### src/rtl/deq_pkg.sv
`default_nettype none
// ----------------------------------------------------------------------------
// deq_pkg
// Shared types and codes for the double-ended queue: request codes, status
// codes, controller states and the command bundle from controller to datapath.
// ----------------------------------------------------------------------------
package deq_pkg;

    localparam int OP_W     = 3;
    localparam int STATUS_W = 2;

    typedef enum logic [OP_W-1:0] {
        OP_PUSH_FRONT = 3'd0,
        OP_PUSH_REAR  = 3'd1,
        OP_POP_FRONT  = 3'd2,
        OP_POP_REAR   = 3'd3,
        OP_PEEK_FRONT = 3'd4,
        OP_PEEK_REAR  = 3'd5
    } t_op;

    typedef enum logic [STATUS_W-1:0] {
        ST_OK    = 2'd0,
        ST_EMPTY = 2'd1,
        ST_FULL  = 2'd2
    } t_status;

    typedef enum logic [1:0] {
        S_IDLE,
        S_EXEC,
        S_RESP
    } t_state;

    // Commands from the controller to the datapath.
    typedef struct packed {
        logic capture;   // latch the incoming request word
        logic exec;      // evaluate the request, touch the RAM and pointers
        logic respond;   // present the result word for one cycle
    } t_cmd;

endpackage
`default_nettype wire

### src/rtl/deq_ram.sv
`default_nettype none
// ----------------------------------------------------------------------------
// deq_ram
// Generic simple dual-port RAM: one write port, one read port with
// registered read data.
// ----------------------------------------------------------------------------
module deq_ram #(
    parameter int WIDTH = 32,
    parameter int DEPTH = 16
) (
    input  wire logic                     i_clk,
    input  wire logic                     i_we,
    input  wire logic [$clog2(DEPTH)-1:0] i_waddr,
    input  wire logic [WIDTH-1:0]         i_wdata,
    input  wire logic                     i_re,
    input  wire logic [$clog2(DEPTH)-1:0] i_raddr,
    output logic      [WIDTH-1:0]         o_rdata
);

    logic [WIDTH-1:0] r_mem [DEPTH];

    always_ff @(posedge i_clk) begin
        if (i_we) begin
            r_mem[i_waddr] <= i_wdata;
        end
        if (i_re) begin
            o_rdata <= r_mem[i_raddr];
        end
    end

endmodule
`default_nettype wire

### src/rtl/deq_ctrl.sv
`default_nettype none
// ----------------------------------------------------------------------------
// deq_ctrl
// Request sequencer: capture, execute, respond.
// ----------------------------------------------------------------------------
module deq_ctrl (
    input  wire logic          i_clk,
    input  wire logic          i_rst_n,
    input  wire logic          i_start,
    output deq_pkg::t_cmd      o_cmd
);

    deq_pkg::t_state r_state;
    deq_pkg::t_state n_state;

    always_ff @(posedge i_clk) begin
        if (!i_rst_n) begin
            r_state <= deq_pkg::S_IDLE;
        end else begin
            r_state <= n_state;
        end
    end

    // A new request may be taken in the respond cycle as well as when idle.
    always_comb begin
        n_state = r_state;
        unique case (r_state)
            deq_pkg::S_IDLE: begin
                if (i_start) n_state = deq_pkg::S_EXEC;
            end
            deq_pkg::S_EXEC: begin
                n_state = deq_pkg::S_RESP;
            end
            deq_pkg::S_RESP: begin
                n_state = i_start ? deq_pkg::S_EXEC : deq_pkg::S_IDLE;
            end
            default: begin
                n_state = deq_pkg::S_IDLE;
            end
        endcase
    end

    always_comb begin
        o_cmd = '0;
        unique case (r_state)
            deq_pkg::S_IDLE: begin
                o_cmd.capture = i_start;
            end
            deq_pkg::S_EXEC: begin
                o_cmd.exec = 1'b1;
            end
            deq_pkg::S_RESP: begin
                o_cmd.capture = i_start;
                o_cmd.respond = 1'b1;
            end
            default: begin
                o_cmd = '0;
            end
        endcase
    end

endmodule
`default_nettype wire

### src/rtl/deq_dp.sv
`default_nettype none
// ----------------------------------------------------------------------------
// deq_dp
// Datapath: request register, ring pointers, element count, slot RAM and
// result registers.
// ----------------------------------------------------------------------------
module deq_dp #(
    parameter int DEPTH = 16,
    parameter int WIDTH = 32
) (
    input  wire logic                       i_clk,
    input  wire logic                       i_rst_n,
    input  deq_pkg::t_cmd                   i_cmd,
    input  wire logic [deq_pkg::OP_W-1:0]   i_operation,
    input  wire logic [WIDTH-1:0]           i_push_value,
    output logic      [WIDTH-1:0]           o_read_value,
    output logic      [deq_pkg::STATUS_W-1:0] o_status,
    output logic      [$clog2(DEPTH+1)-1:0] o_count
);

    localparam int AW    = $clog2(DEPTH);
    localparam int CNT_W = $clog2(DEPTH + 1);

    deq_pkg::t_op     r_op;
    logic [WIDTH-1:0] r_val;

    logic [AW-1:0]    r_head, n_head;
    logic [AW-1:0]    r_tail, n_tail;
    logic [CNT_W-1:0] r_cnt,  n_cnt;
    deq_pkg::t_status r_status, n_status;
    logic             r_rd_ok, n_rd_ok;

    logic [AW-1:0]    head_next, head_prev, tail_next, tail_prev;
    logic             full, empty;
    logic             ram_we, ram_re;
    logic [AW-1:0]    ram_waddr, ram_raddr;
    logic [WIDTH-1:0] ram_rdata;

    assign full      = (r_cnt == CNT_W'(DEPTH));
    assign empty     = (r_cnt == '0);
    assign head_next = (r_head == AW'(DEPTH - 1)) ? '0 : r_head + AW'(1);
    assign head_prev = (r_head == '0) ? AW'(DEPTH - 1) : r_head - AW'(1);
    assign tail_next = (r_tail == AW'(DEPTH - 1)) ? '0 : r_tail + AW'(1);
    assign tail_prev = (r_tail == '0) ? AW'(DEPTH - 1) : r_tail - AW'(1);

    always_comb begin
        n_head    = r_head;
        n_tail    = r_tail;
        n_cnt     = r_cnt;
        n_status  = deq_pkg::ST_OK;
        n_rd_ok   = 1'b0;
        ram_we    = 1'b0;
        ram_re    = 1'b0;
        ram_waddr = r_tail;
        ram_raddr = r_head;
        unique case (r_op)
            deq_pkg::OP_PUSH_FRONT: begin
                if (full) begin
                    n_status = deq_pkg::ST_FULL;
                end else begin
                    ram_we    = 1'b1;
                    ram_waddr = head_prev;
                    n_head    = head_prev;
                    n_cnt     = r_cnt + CNT_W'(1);
                end
            end
            deq_pkg::OP_PUSH_REAR: begin
                if (full) begin
                    n_status = deq_pkg::ST_FULL;
                end else begin
                    ram_we    = 1'b1;
                    ram_waddr = r_tail;
                    n_tail    = tail_next;
                    n_cnt     = r_cnt + CNT_W'(1);
                end
            end
            deq_pkg::OP_POP_FRONT: begin
                if (empty) begin
                    n_status = deq_pkg::ST_EMPTY;
                end else begin
                    ram_re    = 1'b1;
                    ram_raddr = r_head;
                    n_rd_ok   = 1'b1;
                    n_head    = head_next;
                    n_cnt     = r_cnt - CNT_W'(1);
                end
            end
            deq_pkg::OP_POP_REAR: begin
                if (empty) begin
                    n_status = deq_pkg::ST_EMPTY;
                end else begin
                    ram_re    = 1'b1;
                    ram_raddr = tail_prev;
                    n_rd_ok   = 1'b1;
                    n_tail    = tail_prev;
                    n_cnt     = r_cnt - CNT_W'(1);
                end
            end
            deq_pkg::OP_PEEK_FRONT: begin
                if (empty) begin
                    n_status = deq_pkg::ST_EMPTY;
                end else begin
                    ram_re    = 1'b1;
                    ram_raddr = r_head;
                    n_rd_ok   = 1'b1;
                end
            end
            deq_pkg::OP_PEEK_REAR: begin
                if (empty) begin
                    n_status = deq_pkg::ST_EMPTY;
                end else begin
                    ram_re    = 1'b1;
                    ram_raddr = tail_prev;
                    n_rd_ok   = 1'b1;
                end
            end
            default: begin
                n_status = deq_pkg::ST_OK;
            end
        endcase
        if (!i_cmd.exec) begin
            ram_we = 1'b0;
            ram_re = 1'b0;
        end
    end

    always_ff @(posedge i_clk) begin
        if (i_cmd.capture) begin
            r_op  <= deq_pkg::t_op'(i_operation);
            r_val <= i_push_value;
        end
        if (i_cmd.exec) begin
            r_status <= n_status;
            r_rd_ok  <= n_rd_ok;
        end
    end

    always_ff @(posedge i_clk) begin
        if (!i_rst_n) begin
            r_head <= '0;
            r_tail <= '0;
            r_cnt  <= '0;
        end else if (i_cmd.exec) begin
            r_head <= n_head;
            r_tail <= n_tail;
            r_cnt  <= n_cnt;
        end
    end

    deq_ram #(
        .WIDTH (WIDTH),
        .DEPTH (DEPTH)
    ) u_ram (
        .i_clk   (i_clk),
        .i_we    (ram_we),
        .i_waddr (ram_waddr),
        .i_wdata (r_val),
        .i_re    (ram_re),
        .i_raddr (ram_raddr),
        .o_rdata (ram_rdata)
    );

    assign o_read_value = r_rd_ok ? ram_rdata : '0;
    assign o_status     = r_status;
    assign o_count      = r_cnt;

endmodule
`default_nettype wire

### src/rtl/double_ended_queue.sv
`default_nettype none
// ----------------------------------------------------------------------------
// double_ended_queue
// A request word taken by the sequencer passes through the execute step and
// then the respond step, with its result word on the output ports, marked by
// o_valid; a new word can be captured in that respond step. The slot RAM,
// single-port-per-direction, and its registered read set both steps. Reset
// (synchronous, active low) empties the queue and returns the sequencer to
// idle; slot contents are not cleared. The receiver cannot stall results.
// ----------------------------------------------------------------------------
module double_ended_queue #(
    parameter int DEPTH = 16,
    parameter int WIDTH = 32
) (
    input  wire logic                       i_clk,
    input  wire logic                       i_rst_n,
    input  wire logic                       start,
    output logic                            busy,
    input  wire logic [2:0]                 i_operation,
    input  wire logic [WIDTH-1:0]           i_push_value,
    output logic                            o_valid,
    output logic      [WIDTH-1:0]           o_read_value,
    output logic      [1:0]                 o_status,
    output logic      [$clog2(DEPTH+1)-1:0] o_count
);

    localparam int CNT_W = $clog2(DEPTH + 1);

    // The controller walks each request word through capture, execute and
    // respond. Busy is high only in the execute cycle, so a new word can be
    // captured in the same cycle as the previous result word is presented.
    deq_pkg::t_cmd cmd;

    deq_ctrl u_ctrl (
        .i_clk   (i_clk),
        .i_rst_n (i_rst_n),
        .i_start (start),
        .o_cmd   (cmd)
    );

    // The datapath holds the ring pointers, the element count and the slot
    // RAM. In execute it sets the status; an accepted request writes or reads a
    // slot, and a push or pop moves the pointers. Read data is ready at respond.
    deq_dp #(
        .DEPTH (DEPTH),
        .WIDTH (WIDTH)
    ) u_dp (
        .i_clk        (i_clk),
        .i_rst_n      (i_rst_n),
        .i_cmd        (cmd),
        .i_operation  (i_operation),
        .i_push_value (i_push_value),
        .o_read_value (o_read_value),
        .o_status     (o_status),
        .o_count      (o_count)
    );

    assign busy    = cmd.exec;
    assign o_valid = cmd.respond;

    // A result word always follows an execute cycle.
    a_valid_after_exec: assert property (@(posedge i_clk) disable iff (!i_rst_n)
        o_valid |-> $past(busy))
        else $error("result word without a preceding execute cycle");

    // Execute lasts exactly one cycle and is followed by a result word.
    a_exec_then_result: assert property (@(posedge i_clk) disable iff (!i_rst_n)
        busy |=> (o_valid && !busy))
        else $error("execute not followed by a result word");

    // The element count never exceeds the queue depth.
    a_count_bound: assert property (@(posedge i_clk) disable iff (!i_rst_n)
        o_valid |-> (o_count <= CNT_W'(DEPTH)))
        else $error("element count beyond queue depth");

    // A refused request reads nothing.
    a_refused_reads_zero: assert property (@(posedge i_clk) disable iff (!i_rst_n)
        (o_valid && (o_status != deq_pkg::ST_OK)) |-> (o_read_value == '0))
        else $error("nonzero read value on an empty or full status");

endmodule
`default_nettype wire
### config.mk
export PLATFORM = sky130hd
export DESIGN_NAME = double_ended_queue
export DESIGN_NICKNAME = d
export VERILOG_FILES = /design/src/rtl/deq_pkg.sv /design/src/rtl/deq_ram.sv /design/src/rtl/deq_ctrl.sv /design/src/rtl/deq_dp.sv /design/src/rtl/double_ended_queue.sv
export SDC_FILE = /design/constraint.sdc
export NUM_CORES = 1
export LEC_CHECK = 0
export ABC_AREA = 1
export BUFFER_PORTS_ARGS = -buffer_cell sky130_fd_sc_hd__buf_2
export CAP_MARGIN = 15
export CORE_ASPECT_RATIO = 0.9
export CORE_UTILIZATION = 25
export DETAILED_ROUTE_END_ITERATION = 8
export SLEW_MARGIN = 40
export SYNTH_ARGS = -nofsm -noshare
export SYNTH_HDL_FRONTEND = slang
export SYNTH_SLANG_ARGS = --single-unit
### constraint.sdc
create_clock -name i_clk -period 3.5 [get_ports i_clk]
set_clock_uncertainty 0.2 [all_clocks]
set_input_delay 0.35 -clock i_clk [delete_from_list [all_inputs] [get_ports i_clk]]
set_output_delay 0.35 -clock i_clk [all_outputs]
set_load 0.02 [all_outputs]
**Yosys cells after proc, flatten, opt, wreduce, memory -nomap -nowiden**

Memory sizes are Yosys's and may differ from the RTL's. A register that Yosys moved wholly into a read port is not among the register bits.
Cells that the tools add are included.
W data, S select, Z words.

- Eq/ne operators: 17
- Reductions and logical operators: 16
- Mux-type cells: 35
- Add/subtract/negate cells: 6

Operators by type and width:

| cell | number |
|---|---|
| $mux W4 | 12 |
| $mux W32 | 1 |
| $pmux W4 S2 | 2 |
| $ne A2 B2 Y1 const B | 7 |
| $mux W1 | 13 |
| $reduce_and A4 Y1 | 3 |
| $mux W5 | 2 |
| $pmux W5 S2 | 1 |
| $add A4 B1 Y4 const B | 2 |
| $eq A4 B4 Y1 const B | 2 |
| $logic_not A4 Y1 | 2 |
| $reduce_or A2 Y1 | 4 |
| $sub A4 B1 Y4 const B | 2 |
| $eq A3 B2 Y1 const B | 2 |
| $eq A3 B3 Y1 const B | 2 |
| $pmux W2 S3 | 1 |
| $reduce_bool A2 Y1 | 3 |
| $add A5 B1 Y5 const B | 1 |
| $eq A5 B5 Y1 const B | 1 |
| $logic_not A5 Y1 | 1 |
| $sub A5 B1 Y5 const B | 1 |
| $mux W2 | 2 |
| $pmux W2 S2 | 1 |
| $reduce_or A4 Y1 | 1 |
| 5 further kinds | 5 |

- Memories kept: 1
- Bits in writable memories: 512
- Register bits: 53
- Output and inout bits: 41

Memory list:

| name | words | width | read ports | clocked after Yosys merged registers in | wr ports | line | text |
|---|---|---|---|---|---|---|---|
| u_dp.u_ram.r_mem | 16 | 32 | 1 | 1 | 1 | deq_ram.sv:20 | `logic [WIDTH-1:0] r_mem [DEPTH];` |

**Longest topological paths before layout**

- Depth after elaboration: 6
- Depth in mapped cells: 14
- Gate-level depth less buffers: 11

**Cells and area by module**

A second synthesis with hierarchy kept.

- Cell total of the unflattened synthesis: 2452
- Area, all modules: 25813.5 um^2

By module, submodules not included:

| module | times used | area each (um^2) | cells each |
|---|---|---|---|
| deq_ram | 1 | 23050.9 | 2120 |
| deq_dp | 1 | 2677.6 | 319 |
| deq_ctrl | 1 | 85.1 | 13 |

**Worst setup path after synthesis**

No wires, ideal clock.

- Path type: flip-flop to flip-flop
- Start point: reg u_dp.r_cnt[2] (netlist: u_dp.o_count[2])
- End point: mem u_dp.u_ram.r_mem[13][0], enable pin
- Stages on the path, launching flop included: 10
- Buffers on the path: 0
- Arrival: 2790 ps
- Path slack: 89 ps
- Cells stage by stage: dfxtp_1 > nor2_1 > nand2_1 > nor2_1 > inv_1 > nand2_1 > inv_1 > o21ai_0 > nand3_1 > nor2_1

- Longest elaborated chain between the ends: 6

RTL lines:

| item | line | text |
|---|---|---|
| start: declaration | deq_dp.sv:29 | `logic [CNT_W-1:0] r_cnt, n_cnt;` |
| start signal: assignment | deq_dp.sv:146 | `r_cnt <= n_cnt;` |
| $eq A5 B5 Y1 (*) | deq_dp.sv:39 | `assign full = (r_cnt == CNT_W'(DEPTH));` |
| $mux W1 | deq_dp.sv:58, deq_dp.sv:68 |  |
| $mux W1 | - |  |
| $mux W1 | deq_dp.sv:121 | `if (!i_cmd.exec) begin` |
| $mux W1 | deq_ram.sv:23 | `if (i_we) begin` |
| $mux W1 (implied by the code) | deq_ram.sv:24 | `r_mem[i_waddr] <= i_wdata;` |
| end: declaration | deq_ram.sv:20 |  |

Mark *: on every way between the ends. The rest lies on a longest branch, timed or not.

**Final worst setup path**

- Start point: reg u_dp.r_tail[0]
- End point: reg u_dp.u_ram.o_rdata[12] (read register of u_dp.u_ram.r_mem), data pin

- Longest elaborated chain between the ends: 4

RTL lines:

| item | line | text |
|---|---|---|
| start: declaration | deq_dp.sv:28 | `logic [AW-1:0] r_tail, n_tail;` |
| start signal: assignment | deq_dp.sv:145 | `r_tail <= n_tail;` |
| $sub A4 B1 Y4 or $logic_not A4 Y1 (tied branches) | deq_dp.sv:44 | `assign tail_prev = (r_tail == '0) ? AW'(DEPTH - 1) : r_tail - AW'(1);` |
| $mux W4 (*) | deq_dp.sv:44 |  |
| $mux W4 (*) | deq_dp.sv:89, deq_dp.sv:109 |  |
| $mux W4 (*) | - |  |
| end: declaration | deq_ram.sv:17 | `output logic [WIDTH-1:0] o_rdata` |

Marked as above.
A chain may end at the register's enable or synchronous reset.

==> summary.md <==
| Metric | Value |
|---|---|
| Result of the run | `finished, violations left` |
| Violations in the final reports | `design-rule violations` |
| DP HPWL | `between 30,000 and 40,000 um` |
| Top cells by instance count after synthesis | `nand3_1 (622), edfxtp_1 (582), inv_1 (580)` |
| Most frequent cell after synthesis | `nand3_1` |
| Register clock-pin slew on the reported worst setup and hold paths | `0.06 ns` |
| Latest clock arrival within the worst-skew pair | `about 0.62 ns` |
| Power per Cell Area | `504 nW/um2` |
| Instance area after placement | `28,500 um2` |
| Number of rows created at floorplan | `111` |
| Worst hold slack across all endpoints | `0.265 ns` |
| Synthesized Nets | `2,537` |
| CP Launch Type | `register` |
| TritonCTS Sinks | `597` |
| Synthesized instance count | `2,491` |
| Final design instance area without fill | `30,800 um2` |
| Root buf cell | `clkbuf_16` |
| Post-CTS setup-driven buffer insertion count | `0` |
| Endpoint arrival time on the critical path | `3.06 ns` |
| Main area contributors after synthesis | `edfxtp_1 (67%), nand3_1 (12%), inv_1 (8.4%), nand2_1 (6.6%), buf_2 (1.6%)` |
| Netlist area before placement | `26,100 um2` |
| Via count of the first global-routing pass | `16,700` |
| Number of top-level pins | `79` |
| Post-synthesis register bit count | `597` |
| Hold Vio Cnt, Final | `0` |
| Sequential fraction of the synthesis area | `68.2%` |
| # Max-Cap Violations | `0` |
| Maximum operating frequency | `approximately 350 MHz` |
| Area of the core region | `around 100,000 um2` |
| Remaining DRCs | `6` |
| TritonCTS buffer count | `66` |
| Number of library cell types mapped by synthesis | `29` |
| Critical Path Sink Type | `register` |
| Total count of max-transition violations in the final report | `0` |
| Ratio of cells with drive above 1 in the final layout | `9.30%` |
| Die footprint | `106,000 um2` |
| Number of flops mapped to enable cells by yosys | `about 580` |
| # setup viols final | `0` |
| Overflow left after global routing | `0` |
| Number of detailed-routing iterations run before antenna repair | `7` |
| Accumulated negative setup slack | `0 ns` |
| First DRT Iteration DRCs | `1,635` |
| Final critical-path required period | `2.89 ns` |
| Weighted congestion reported at the end of routability-driven placement | `~0.76` |
| Yosys synthesis warning count | `0` |
| Maximum number of pins on one net before global-route repair | `89` |
| Antenna violations before repair | `1` |
| Die Span X | `around 340 um` |
| Maximum number of buffers from clock root to sink | `3` |
| Final Cycle Share | `82.6%` |
| Share of the synthesized area in the top cell type | `67.1%` |
| Detail Route Antenna Nets | `0` |
| Number of nets in the layout | `2,648` |
| Leakage | `roughly 13 nW` |
| Per-instance average area after synthesis | `10.5 um2` |
| GR Util All Layers | `12.8%` |
| Endpoint required time on the critical path | `~3.7 ns` |
| Via/cell ratio | `4.32` |
| Most used flip-flop cell after synthesis | `edfxtp_1` |
| Routed vias | `17,300` |
| Starting density of the core | `25.4%` |
| RSZ-0062 raised after global routing | `false` |
| CTS tree | `done` |
| Type of the setup path with the least slack | `register to register` |
| Port-buffer cells | `78` |
| Routed wire length | `66,900 um` |
| Die height | `308 um` |
| Synth async-reset ratio | `0%` |
| Area growth from synthesis to layout | `18.2%` |
| Pin slew with the least headroom to its limit | `0.884 ns` |
| Dominant cell type by area after synthesis | `edfxtp_1` |
| Biggest fanout along the worst timing path | `57` |
| Wirelength per Cell | `16.7 um` |
| Number of cells upsized or downsized after cts | `0` |
| H-tree levels | `3` |
| Post-CTS Hold Buffers | `37` |
| First-pass GRT wire length | `102,000 um` |
| Max_slew headroom | `between 40% and 50%` |
| Worst min-delay path category | `primary input to register` |
| Peak VDD IR | `0.332 mV` |
[kinds of logic after synthesis]
logic type      synth area share (%)
xor+xnor                       0.269
buf+inv                         10.7
compound gates                 0.903
simple gates                    19.5
flops                           68.2
fa+ha+maj                      0.413
[path summary, 6_finish.rpt]
path,slack [ns],startpoint,cells after the start,end
max reg2reg,0.61,u_dp.r_tail[0],12,u_dp.u_ram.o_rdata[12]
max,0.61,u_dp.r_tail[0],12,u_dp.u_ram.o_rdata[12]
min,0.26,i_push_value[31],2,u_dp.r_val[31]
min reg2reg,0.31,u_dp.o_count[2],2,u_dp.o_count[2]
[metrics by stage]
stage               setup slack (ns)  power (mW)  cells  util, %
finish                         0.609        15.5   4001     30.0
floorplan                     0.0891        8.89   2491        -
CTS                            0.620        15.7   4000     30.0
global placement               0.633        9.31   3853     27.8
detailed placement             0.634        9.32   3853     27.8
global route                   0.393        16.1   4001     30.0
[placed cells by master, fill, tap and decap left out, types with 2 or more instances in the layout]
| master | Yosys | final |
|---|---|---|
| a211oi_1 | 3 | 3 |
| clkinv_2 | 0 | 6 |
| dfxtp_1 | 15 | 15 |
| xnor2_1 | 2 | 2 |
| nand3_2 | 2 | 2 |
| o21ai_0 | 19 | 19 |
| inv_1 | 580 | 580 |
| nor2_2 | 2 | 2 |
| a21oi_1 | 13 | 13 |
| inv_2 | 2 | 2 |
| buf_2 | 83 | 78 |
| clkbuf_16 | 0 | 68 |
| inv_6 | 0 | 3 |
| buf_12 | 0 | 30 |
| nor2_1 | 30 | 12 |
| ha_1 | 7 | 7 |
| nand2_4 | 2 | 3 |
| clkinv_1 | 0 | 12 |
| dlygate4sd3_1 | 0 | 37 |
| o21ai_4 | 0 | 4 |
| xor2_1 | 6 | 6 |
| nand2_1 | 459 | 458 |
| nor2_4 | 1 | 19 |
| edfxtp_1 | 582 | 582 |
| buf_4 | 12 | 22 |
| a31oi_1 | 2 | 2 |
| nand3_1 | 622 | 621 |
| nor3_1 | 7 | 7 |
| clkbuf_1 | 23 | 18 |
[report_power, final]
group	switching (mW)	total, mW	internal, mW
Clock	2.75	6.33	3.58
Combinational	0.781	1.15	0.370
Sequential	0.111	8.04	7.93
Total	3.64	15.5	11.9
[worst max-delay path: stages (launching register included)]
cell,delay (ns)
dfxtp_1,0.39
inv_1,0.11
ha_1,0.26
nand2_1,0.09
nand2_1,0.10
nand3_4,0.15
buf_12,0.33
buf_4,0.41
nand3_1,0.13
nand3_1,0.11
nand3_1,0.12
nand3_1,0.15
nand2_1,0.07
[flip-flops by register name, indices dropped and copies added, names as in the netlist]
| register | count |
|---|---|
| u_ctrl.r_state | 2 |
| u_dp.o_count | 5 |
| u_dp.o_status | 2 |
| u_dp.r_head | 4 |
| u_dp.r_op | 3 |
| u_dp.r_rd_ok | 1 |
| u_dp.r_tail | 4 |
| u_dp.r_val | 32 |
| u_dp.u_ram.o_rdata | 32 |
| u_dp.u_ram.r_mem | 512 |
[metal layers]
metal	wire length (um)	part of all wire [%]	track usage [%]	up-vias
met1	28500	43	16.6	8308
met5	0	0	0	-
li1	-	-	-	8345
met3	4360	6.5	2.32	95
met4	1420	2.1	3.70	0
met2	32600	49	21.5	533
[cell type report]
cell class                      instances  area, um2
Clock inverter                         23        138
Antenna cell                            1       2.50
Sequential cell                       597      17800
Inverter                              582       2180
Multi-Input combinational cell       1188       5700
Fill cell                           10300      71800
Tap cell                             1356       1700
Clock buffer                           87       1780
Timing Repair Buffer                  167       1530
(Power assumes the default switching activity.)
